**src/hdl/nonpreemptive_priority_scheduler_defines.svh**
```systemverilog
// Assertion macros shared by the scheduler RTL.
`ifndef NONPREEMPTIVE_PRIORITY_SCHEDULER_DEFINES_SVH
`define NONPREEMPTIVE_PRIORITY_SCHEDULER_DEFINES_SVH

// same-cycle implication, sampled on clk, off during reset
`define NPS_ASSERT_NOW(label, ante, cons) \
    label: assert property (@(posedge clk) disable iff (!rst_n) (ante) |-> (cons)) \
        else $error("scheduler check failed");

// next-cycle implication, sampled on clk, off during reset
`define NPS_ASSERT_NEXT(label, ante, cons) \
    label: assert property (@(posedge clk) disable iff (!rst_n) (ante) |=> (cons)) \
        else $error("scheduler check failed");

`endif

```
**src/hdl/nps_pkg.sv**
```systemverilog
// Shared constants and types for the priority scheduler.
`timescale 1ns / 1ps

package nps_pkg;

    localparam int QUEUE_DEPTH = 16;
    localparam int IDX_W       = $clog2(QUEUE_DEPTH);
    localparam int CNT_W       = $clog2(QUEUE_DEPTH + 1);

    typedef struct packed {
        logic [15:0] id;
        logic [15:0] burst;
        logic [7:0]  prio;
        logic [31:0] age;
    } entry_t;

    typedef struct packed {
        logic             en;
        logic [IDX_W-1:0] addr;
        entry_t           data;
    } tbl_wr_t;

    typedef struct packed {
        logic             en;
        logic [IDX_W-1:0] addr;
    } tbl_rd_t;

endpackage

```
**src/hdl/nps_table.sv**
```systemverilog
// Ready table storage: one write port, one registered read port.
`timescale 1ns / 1ps

module nps_table
(
    input  logic             clk,
    input  nps_pkg::tbl_wr_t wr,
    input  nps_pkg::tbl_rd_t rd,
    output nps_pkg::entry_t  rd_data
);
    import nps_pkg::*;

    entry_t mem [QUEUE_DEPTH];

    always_ff @(posedge clk)
    begin
        if (wr.en)
        begin
            mem[wr.addr] <= wr.data;
        end
    end

    always_ff @(posedge clk)
    begin
        if (rd.en)
        begin
            rd_data <= mem[rd.addr];
        end
    end

endmodule

```
**src/hdl/nonpreemptive_priority_scheduler.sv**
```systemverilog
// Top level of the non-preemptive priority scheduler.
//
//  channel   handshake               word
//  input     start & !busy           kind, process_id, burst_length, prio_level
//  result    done (one cycle)        dispatched, dropped, run_id, start_time, end_time
//
// Arrival words and ticks that dispatch nothing are handled in S_IDLE; the result shows
// the cycle after acceptance. A tick that dispatches scans the table through its
// single read port in S_SCAN, then reports its pick in S_DISP before busy drops.
// Reset clears valid bits, clocks and the CPU state; table contents stay undefined.
// The receiver cannot stall; done is high for exactly one cycle per word.
`timescale 1ns / 1ps
`include "nonpreemptive_priority_scheduler_defines.svh"

module nonpreemptive_priority_scheduler
(
    input  logic        clk,
    input  logic        rst_n,
    input  logic        start,
    output logic        busy,
    input  logic        kind,
    input  logic [15:0] process_id,
    input  logic [15:0] burst_length,
    input  logic [7:0]  prio_level,
    output logic        done,
    output logic        dispatched,
    output logic        dropped,
    output logic [15:0] run_id,
    output logic [31:0] start_time,
    output logic [31:0] end_time
);
    import nps_pkg::*;

    typedef enum logic [2:0] {
        S_IDLE = 3'b001,
        S_SCAN = 3'b010,
        S_DISP = 3'b100
    } state_t;

    state_t                 state_reg, state_next;
    logic [QUEUE_DEPTH-1:0] valid_reg, valid_next;
    logic [31:0]            arrival_cnt_reg, arrival_cnt_next;
    logic [31:0]            now_reg, now_next;
    logic                   cpu_busy_reg, cpu_busy_next;
    logic [31:0]            busy_until_reg, busy_until_next;
    logic [CNT_W-1:0]       cnt_reg, cnt_next;
    logic                   found_reg, found_next;
    logic                   done_reg, done_next;

    logic [IDX_W-1:0]       best_idx_reg, best_idx_next;
    logic [15:0]            best_id_reg, best_id_next;
    logic [15:0]            best_burst_reg, best_burst_next;
    logic [7:0]             best_prio_reg, best_prio_next;
    logic [31:0]            best_old_reg, best_old_next;

    logic                   dispatched_reg, dispatched_next;
    logic                   dropped_reg, dropped_next;
    logic [15:0]            run_id_reg, run_id_next;
    logic [31:0]            start_time_reg, start_time_next;
    logic [31:0]            end_time_reg, end_time_next;

    tbl_wr_t                wr;
    tbl_rd_t                rd;
    entry_t                 rd_data;
    logic                   wr_en;

    logic                   free_found;
    logic [IDX_W-1:0]       free_idx;
    logic [IDX_W-1:0]       cmp_idx;
    logic [31:0]            cand_old;
    logic                   cand_better;
    logic                   release_now;
    logic                   cpu_free;

    nps_table u_table
    (
        .clk     (clk),
        .wr      (wr),
        .rd      (rd),
        .rd_data (rd_data)
    );

    // lowest free slot
    always_comb
    begin
        free_found = 1'b0;
        free_idx   = '0;
        for (int i = QUEUE_DEPTH - 1; i >= 0; i--)
        begin
            if (!valid_reg[i])
            begin
                free_found = 1'b1;
                free_idx   = IDX_W'(i);
            end
        end
    end

    // read data is registered, so it lags the address
    assign cmp_idx  = IDX_W'(cnt_reg - CNT_W'(1));
    assign cand_old = arrival_cnt_reg - rd_data.age;

    always_comb
    begin
        if (rd_data.prio != best_prio_reg)
        begin
            cand_better = rd_data.prio < best_prio_reg;
        end
        else if (rd_data.burst != best_burst_reg)
        begin
            cand_better = rd_data.burst < best_burst_reg;
        end
        else
        begin
            cand_better = cand_old > best_old_reg;
        end
    end

    assign release_now = cpu_busy_reg && (busy_until_reg == now_reg);
    assign cpu_free    = !cpu_busy_reg || release_now;

    assign rd.en   = (state_reg == S_SCAN) && (cnt_reg < CNT_W'(QUEUE_DEPTH));
    assign rd.addr = cnt_reg[IDX_W-1:0];

    assign wr.en         = wr_en;
    assign wr.addr       = free_idx;
    assign wr.data.id    = process_id;
    assign wr.data.burst = burst_length;
    assign wr.data.prio  = prio_level;
    assign wr.data.age   = arrival_cnt_reg;

    always_comb
    begin
        state_next       = state_reg;
        valid_next       = valid_reg;
        arrival_cnt_next = arrival_cnt_reg;
        now_next         = now_reg;
        cpu_busy_next    = cpu_busy_reg;
        busy_until_next  = busy_until_reg;
        cnt_next         = cnt_reg;
        found_next       = found_reg;
        done_next        = 1'b0;
        best_idx_next    = best_idx_reg;
        best_id_next     = best_id_reg;
        best_burst_next  = best_burst_reg;
        best_prio_next   = best_prio_reg;
        best_old_next    = best_old_reg;
        dispatched_next  = dispatched_reg;
        dropped_next     = dropped_reg;
        run_id_next      = run_id_reg;
        start_time_next  = start_time_reg;
        end_time_next    = end_time_reg;
        wr_en            = 1'b0;

        unique case (state_reg)
            S_IDLE:
            begin
                if (start)
                begin
                    if (!kind)
                    begin
                        done_next       = 1'b1;
                        dispatched_next = 1'b0;
                        dropped_next    = 1'b0;
                        run_id_next     = '0;
                        start_time_next = '0;
                        end_time_next   = '0;
                        // zero burst: ignored, no age taken
                        if (burst_length != 16'd0)
                        begin
                            if (free_found)
                            begin
                                wr_en                = 1'b1;
                                valid_next[free_idx] = 1'b1;
                                arrival_cnt_next     = arrival_cnt_reg + 32'd1;
                            end
                            else
                            begin
                                dropped_next = 1'b1;
                            end
                        end
                    end
                    else if (cpu_free && (|valid_reg))
                    begin
                        cpu_busy_next = 1'b0;
                        cnt_next      = '0;
                        found_next    = 1'b0;
                        state_next    = S_SCAN;
                    end
                    else
                    begin
                        cpu_busy_next   = cpu_busy_reg && !release_now;
                        done_next       = 1'b1;
                        dispatched_next = 1'b0;
                        dropped_next    = 1'b0;
                        run_id_next     = '0;
                        start_time_next = '0;
                        end_time_next   = '0;
                        now_next        = now_reg + 32'd1;
                    end
                end
            end
            S_SCAN:
            begin
                if ((cnt_reg != '0) && valid_reg[cmp_idx] && (!found_reg || cand_better))
                begin
                    found_next      = 1'b1;
                    best_idx_next   = cmp_idx;
                    best_id_next    = rd_data.id;
                    best_burst_next = rd_data.burst;
                    best_prio_next  = rd_data.prio;
                    best_old_next   = cand_old;
                end
                if (cnt_reg == CNT_W'(QUEUE_DEPTH))
                begin
                    state_next = S_DISP;
                end
                else
                begin
                    cnt_next = cnt_reg + CNT_W'(1);
                end
            end
            S_DISP:
            begin
                valid_next[best_idx_reg] = 1'b0;
                cpu_busy_next   = 1'b1;
                busy_until_next = now_reg + {16'd0, best_burst_reg};
                done_next       = 1'b1;
                dispatched_next = 1'b1;
                dropped_next    = 1'b0;
                run_id_next     = best_id_reg;
                start_time_next = now_reg;
                end_time_next   = now_reg + {16'd0, best_burst_reg};
                now_next        = now_reg + 32'd1;
                state_next      = S_IDLE;
            end
            default:
            begin
                state_next = S_IDLE;
            end
        endcase
    end

    always_ff @(posedge clk or negedge rst_n)
    begin
        if (!rst_n)
        begin
            state_reg       <= S_IDLE;
            valid_reg       <= '0;
            arrival_cnt_reg <= '0;
            now_reg         <= '0;
            cpu_busy_reg    <= 1'b0;
            busy_until_reg  <= '0;
            cnt_reg         <= '0;
            found_reg       <= 1'b0;
            done_reg        <= 1'b0;
        end
        else
        begin
            state_reg       <= state_next;
            valid_reg       <= valid_next;
            arrival_cnt_reg <= arrival_cnt_next;
            now_reg         <= now_next;
            cpu_busy_reg    <= cpu_busy_next;
            busy_until_reg  <= busy_until_next;
            cnt_reg         <= cnt_next;
            found_reg       <= found_next;
            done_reg        <= done_next;
        end
    end

    always_ff @(posedge clk)
    begin
        best_idx_reg   <= best_idx_next;
        best_id_reg    <= best_id_next;
        best_burst_reg <= best_burst_next;
        best_prio_reg  <= best_prio_next;
        best_old_reg   <= best_old_next;
        dispatched_reg <= dispatched_next;
        dropped_reg    <= dropped_next;
        run_id_reg     <= run_id_next;
        start_time_reg <= start_time_next;
        end_time_reg   <= end_time_next;
    end

    assign busy       = (state_reg != S_IDLE);
    assign done       = done_reg;
    assign dispatched = dispatched_reg;
    assign dropped    = dropped_reg;
    assign run_id     = run_id_reg;
    assign start_time = start_time_reg;
    assign end_time   = end_time_reg;

    `NPS_ASSERT_NEXT(a_arrival_result, start && !busy && !kind, done && !dispatched)
    `NPS_ASSERT_NOW(a_disp_has_pick, state_reg == S_DISP, found_reg)
    `NPS_ASSERT_NOW(a_flags_exclusive, done, !(dispatched && dropped))
    `NPS_ASSERT_NOW(a_end_tracked, done && dispatched, cpu_busy_reg && (busy_until_reg == end_time))

endmodule
```
**config.mk**
```make
export PLATFORM = sky130hd
export DESIGN_NAME = nonpreemptive_priority_scheduler
export DESIGN_NICKNAME = d
export VERILOG_FILES = /design/src/hdl/nps_pkg.sv /design/src/hdl/nps_table.sv /design/src/hdl/nonpreemptive_priority_scheduler.sv
export VERILOG_INCLUDE_DIRS = /design/src /design/src/hdl
export SDC_FILE = /design/constraint.sdc
export NUM_CORES = 2
export LEC_CHECK = 0
export ABC_CLOCK_PERIOD_IN_PS = 19800
export BUFFER_PORTS_ARGS = -buffer_cell sky130_fd_sc_hd__buf_2
export CAP_MARGIN = 20
export CORE_MARGIN = 2
export CORE_UTILIZATION = 35
export DETAILED_ROUTE_END_ITERATION = 16
export SKIP_CTS_REPAIR_TIMING = 1
export SLEW_MARGIN = 5
export SYNTH_ARGS = -nofsm -noshare
export SYNTH_HDL_FRONTEND = slang
export SYNTH_HIERARCHICAL = 1
export SYNTH_SLANG_ARGS = --single-unit
```
**constraint.sdc**
```tcl
create_clock -name clk -period 19.8 [get_ports clk]
set_input_delay 0.99 -clock clk [delete_from_list [all_inputs] [get_ports clk]]
set_output_delay 0.99 -clock clk [all_outputs]
set_load 0.03 [all_outputs]
```
======== After elaboration in Yosys (flattened, before gate mapping) ========
Memory sizes are Yosys's and may differ from the RTL's. A register that Yosys moved wholly into a read port is not among the register bits.
Cells that the tools add are included.
storage, ports and cells
  register bits after elaboration ......... 281
  RAM bits ................................ 1152
  output and inout port bits .............. 84
  memories kept ........................... 1
  word-level logic and storage cells ...... 182
  memory bits (read-only) ................. 0
  latch bits .............................. 0
operators by class
  reductions and logical operators ........ 27
  bitwise logic cells ..................... 4
  multiplexer cells ....................... 97
  order comparisons ....................... 9
  shift-type cells ........................ 0
  divide/modulo/power cells ............... 0
  $mul .................................... 0
  add/subtract/negate cells ............... 6
  equal/unequal tests ..................... 19
memory list
  memory       depth  width  rd ports  clocked after memory_dff  wr ports  line             RTL
  u_table.mem  16     72     1         1                         1         nps_table.sv:13  entry_t mem [QUEUE_DEPTH];
operators by type and width
  operator                 number
  $mux W32                 6
  $pmux W32 S2             3
  $mux W16                 7
  $add A32 B1 Y32 const B  2
  $mux W4                  16
  $pmux W16 S2             2
  $mux W1                  45
  $add A32 B16 Y32         1
  $eq A32 B32 Y1           1
  $gt A32 B32 Y1           1
  $sub A32 B32 Y32         1
  $mux W5                  4
  $reduce_and A5 Y1        4
  $and A16 B16 Y16         1
  $lt A16 B16 Y1           1
  $ne A16 B16 Y1           1
  $ne A2 B2 Y1 const B     8
  $not A16 Y16             1
  $or A16 B16 Y16          1
  $reduce_bool A16 Y1      1
  $reduce_or A16 Y1        1
  $lt A4 B5 Y1 const B     3
  $mux W3                  4
  $pmux W1 S2              5
  other kinds (26)         42

======== Logic depth before layout (Yosys ltp) ========
  depth in word-level cells ............... 26
  gate-level depth with buffers ........... 22

======== Cells and area by module ========
Netlist, hierarchy kept.
modules (own cells, without submodules)
  module                            seq. area each (µm²)  instances  area an instance (µm²)  cells an instance
  nps_table                         36755.3               1          45270.9                 1850
  nonpreemptive_priority_scheduler  7823.8                1          15230.9                 1401

======== Worst setup path before layout ========
OpenSTA, ideal clock, no wires.
  path kind ............................... in2reg
  from .................................... in burst_length[12]
  to ...................................... mem u_table/mem[0][0] (netlist bit), enable pin
  path slack .............................. 12.027 ns
  data arrival time ....................... 7.183 ns
  stages on the path ...................... 6
  library setup time ...................... 0.590 ns
  path through ............................ nor4_1 and4_1 or3_4 a21oi_4 or3b_2 nor3_1
on the way
  longest elaborated chain between the ends .. 7
ends and longest elaborated chain
  item                           line                                     RTL
  from (decl)                    nonpreemptive_priority_scheduler.sv:23   input logic [15:0] burst_length,
  $reduce_bool A16 Y1            nonpreemptive_priority_scheduler.sv:168  if (burst_length != 16'd0)
  $mux W1                        nonpreemptive_priority_scheduler.sv:168
  $mux W1                        nonpreemptive_priority_scheduler.sv:159  if (!kind)
  $mux W1                        nonpreemptive_priority_scheduler.sv:157  if (start)
  $mux W1                        nonpreemptive_priority_scheduler.sv:154  unique case (state_reg)
  net wr_en                      nonpreemptive_priority_scheduler.sv:65   logic wr_en;
  $mux W1                        nps_table.sv:17                          if (wr.en)
  $mux W1 (not written as such)  nps_table.sv:19                          mem[wr.addr] <= wr.data;
  to (decl)                      nps_table.sv:13
The timed path passes the listed nets, and every way through them passes these cells.

======== Worst setup path after layout ========
  from .................................... reg arrival_cnt_reg[0]
  to ...................................... reg best_id_reg[7], enable pin
on the way
  longest elaborated chain between the ends .. 7
ends and longest elaborated chain
  item                         line                                     RTL
  from (decl)                  nonpreemptive_priority_scheduler.sv:42   logic [31:0] arrival_cnt_reg, arrival_cnt_next;
  from (signal assigned)       nonpreemptive_priority_scheduler.sv:261  arrival_cnt_reg <= arrival_cnt_next;
  $sub A32 B32 Y32             nonpreemptive_priority_scheduler.sv:100  assign cand_old = arrival_cnt_reg - rd_data.age;
  net cand_old[26]             nonpreemptive_priority_scheduler.sv:70   logic [31:0] cand_old;
  $gt A32 B32 Y1               nonpreemptive_priority_scheduler.sv:114  cand_better = cand_old > best_old_reg;
  $mux W1                      nonpreemptive_priority_scheduler.sv:108  else if (rd_data.burst != best_burst_reg)
  $mux W1                      nonpreemptive_priority_scheduler.sv:104  if (rd_data.prio != best_prio_reg)
  $logic_or A1 B1 Y1           nonpreemptive_priority_scheduler.sv:204  if ((cnt_reg != '0) && valid_reg[cmp_idx] && (!found_reg || cand_better))
  $logic_and A1 B1 Y1          nonpreemptive_priority_scheduler.sv:204
  $reduce_and A2 Y1 (no line)  --
  to (signal assigned)         nonpreemptive_priority_scheduler.sv:274  best_id_reg <= best_id_next;
  to (decl)                    nonpreemptive_priority_scheduler.sv:51   logic [15:0] best_id_reg, best_id_next;
The timed path passes the listed nets, and every way through them passes these cells.
A chain may end at the register's enable or synchronous reset.

==> results.json <==
{
  "outcome": "finished, final reports clean",
  "combinational_family_with_the_most_area_after_synthesis": "multiplexers",
  "cts_htree_levels": 4,
  "yosys.area_share.xor_xnor_pct": 2.17,
  "mostFrequentLayoutCell": "edfxtp_1",
  "worst_path_largest_cell_delay_ps": 730,
  "dpl.hpwl_mm": 78.6,
  "effective_utilization_at_floorplan_pct": 35.2,
  "worst-slew-pin-transition_ps": 1140,
  "power.density_cell_area_nw_per_um2": 119,
  "met2RoutedLength_mm": 64.6,
  "final_net_count": 3615,
  "p_leak_nw": 24.1,
  "classification_of_the_worst_slack_hold_path": "primary input to async pin",
  "rsz_0062_raised_after_global_routing": "no",
  "synth.avg_cell_area_um2": 18.6,
  "sequential_to_total_area_share_from_yosys_stat_pct": 73.7,
  "wire_per_inst_um": 23.7,
  "critical_path.top_delay_family": "compound AO/OA/AOI/OAI gates",
  "totalNegativeSetupSlack_ps": 0,
  "synth-adder-area-share_pct": 2.30,
  "finalWirelength_mm": 140,
  "peakVddDrop_uv": 121,
  "layout_min_cycle_time_ps": 6840,
  "maxCapViolCount": 0,
  "initial_antenna_violation_count": 14,
  "cts_tree": "yes",
  "worst_clock_skew_ps": 51.1,
  "cp.buffers_inverters": 2,
  "die_w_um": 420,
  "fmax_mhz": 146,
  "met1Wirelength_mm": 62.5,
  "syn2layout_area_growth_pct": 13.9,
  "ctsRootBufferMaster": "clkbuf_16",
  "fill_cells": 15336,
  "vias_per_inst": 5.27,
  "setup_viol": 0,
  "yosysUniqueCellTypes": 73,
  "grt_use_total_pct": 15.9,
  "synth-simple-area-share_pct": 4.45,
  "final-seq-area_um2": 44600,
  "drt-initial-drc-count": 3742,
  "syn-num-nets": 3405,
  "core_area_um2": 172000,
  "worstPathRequired_ps": 20200,
  "path_cells": "inv_1, ha_1, fa_1, nor2b_1, o21a_1, o21ai_0, a31o_2, a311oi_1, o21bai_1, a21boi_0, o21ai_0, xnor2_1, ha_1, nand4_1, nor2_1, a211oi_1, o21a_1, nor2b_1, a311oi_1, o31a_2, buf_4",
  "reg_top3": "u_table/mem: 1152 flops, u_table/rd_data: 72 flops",
  "largest-register": "u_table/mem",
  "worst-setup-path-type": "register to register",
  "final-hold-violation-count": 0,
  "numCtsBuffers": 153,
  "grt_start_max_net_pins": 139,
  "element_type_at_the_critical_path_end": "register",
  "synth-seq-cells": 1505,
  "synth_enable_flop_cells": 1382,
  "post_synth_mux_area_share_pct": 10.9,
  "place.port_buffers": 127,
  "grt_first_pass_wirelength_mm": 207,
  "type_of_origin_of_the_critical_path": "register",
  "timing.max_slew.rel_slack_pct": 24.2,
  "grt-ovfl-total": 0,
  "synth_compound_gate_area_share_pct": 4.52,
  "final_core_utilization_pct": 40.1,
  "synth-async-reset-ratio_pct": 8.17,
  "clk-insertion-delay-late_ps": 780,
  "ioPinCount": 128,
  "post-route-period-util_pct": 34.5,
  "most-common-layout-cells": "1,382 x edfxtp_1, 293 x mux4_2, 163 x nand2_1, 157 x clkbuf_16, 144 x a22oi_1",
  "synth_cells": 3251,
  "worst_path_max_delay_cell": "o31a_2",
  "antenna_violating_nets_post_route": 0,
  "multi_input_comb_area_um2": 14900,
  "yosys_most_used_dff": "edfxtp_1",
  "vias": 31021,
  "number_of_clock_sinks": 1505,
  "gpl.final_weighted_congestion": 0.836,
  "route.met3.wl_mm": 9.89,
  "topRoutingLayerUsed": "met5",
  "yosysWarningCount": 6,
  "regToRegSetupSlack_ps": 12960,
  "worstPathArrival_ps": 7240,
  "drt_drc_violations_left": 0,
  "worst-path-max-fanout": 49,
  "drt-pass1-iter-count": 5,
  "post_route_cells_drive_above_1_share_pct": 21.1,
  "cts.path.max_buffers": 3,
  "syn-cell-area_um2": 60500,
  "cts.clk_slew.worst_paths_ps": 60,
  "flip_flop_count_of_the_largest_register_all_copies_and_words_added": 1152,
  "die_area_um2": 176000,
  "die_height_um": 420,
  "max_slew_violation_total_from_the_final_report": 0,
  "via_count_of_the_first_global_routing_pass": 31135,
  "std_cell_rows": 152
}
kinds of logic after synthesis:
logic type               count (synthesis)
multiplexers                           295
adder cells (fa/ha/maj)                110
buffers and inverters                  255
XOR/XNOR                               150
AO/OA/AOI/OAI                          398
flip-flops                            1505
AND/OR/NAND/NOR                        538
worst paths after layout:
kind | start | end | depth (start not counted)
worst max-delay path | arrival_cnt_reg[0] | best_id_reg[7] | 21
worst min-delay path | rst_n | now_reg[16] | 1
worst max register to register | arrival_cnt_reg[0] | best_id_reg[7] | 21
worst min register to register | u_table/rd_data[59] | best_id_reg[3] | 0
max in group asynchronous | rst_n | cnt_reg[1] | 2
min in group clk | u_table/rd_data[59] | best_id_reg[3] | 0
power breakdown:
group	total, W	switching (W)	leakage, nW	internal [W]
clock network	0.00281	0.00120	2.40	0.00161
registers	0.00371	0.000109	14.2	0.00360
logic	0.00168	0.000957	7.50	0.000721
per-stage QoR:
stage | setup slack [ps] | total power, W | hold WS [ps] | area [um2] | std cells
6_report | 12960 | 0.00820 | 200 | 68900 | 5891
5_1_grt | 12360 | 0.00853 | 200 | 68900 | 5891
4_1_cts | 12980 | 0.00829 | 154 | 68900 | 5890
3_5_place_dp | 12960 | 0.00548 | 412 | 64000 | 5616
3_3_place_gp | 13080 | 0.00547 | 406 | 64000 | 5615
2_1_floorplan | 12030 | 0.00498 | 400 | 60500 | 3251
synthesized netlist by cell type (12+ instances only):
cell type | count | share of area, %
o21a_1 | 12 | 0.15
nand2b_1 | 20 | 0.21
buf_2 | 24 | 0.20
mux4_2 | 293 | 11
nand2_1 | 164 | 1.0
inv_1 | 118 | 0.73
nor2_1 | 106 | 0.66
dfrtp_1 | 122 | 5.0
xnor2_1 | 79 | 1.1
nand4_1 | 33 | 0.34
nor3_1 | 19 | 0.16
or2_2 | 14 | 0.14
xor2_1 | 71 | 1.0
o21ai_0 | 75 | 0.62
a22oi_1 | 144 | 1.8
nor2b_1 | 14 | 0.14
clkbuf_1 | 75 | 0.47
nor4_1 | 19 | 0.20
edfxtp_1 | 1382 | 69
and3_1 | 73 | 0.75
ha_1 | 108 | 2.2
a21oi_1 | 49 | 0.41
buf_6 | 19 | 0.35
nand3_1 | 38 | 0.31
a21o_1 | 51 | 0.63
metal layers:
layer,vias up,GRT usage [%]
met3,209,3.19
met4,10,4.50
met2,1017,24.5
met5,-,0
met1,16369,22.9
li1,13416,-
area by class of cell:
type	count	area share (%)
antenna	1	0.00363
clock buffer	203	6.10
clock inverter	71	1.01
inverter	118	0.643
multi-input combinational	1491	21.7
sequential	1505	64.7
tap	2310	4.20
timing repair buffer	192	1.68
worst reg2reg max path, cell delays in order (launching register included):
cell and delay (ps):
dfrtp_1 660, inv_1 150, ha_1 260, fa_1 410, nor2b_1 140, o21a_1 140, o21ai_0 150, a31o_2 330
a311oi_1 490, o21bai_1 170, a21boi_0 430, o21ai_0 200, xnor2_1 180, ha_1 310, nand4_1 120, nor2_1 130
a211oi_1 60, o21a_1 190, nor2b_1 140, a311oi_1 270, o31a_2 730, buf_4 730
(Power assumes the default switching activity.)
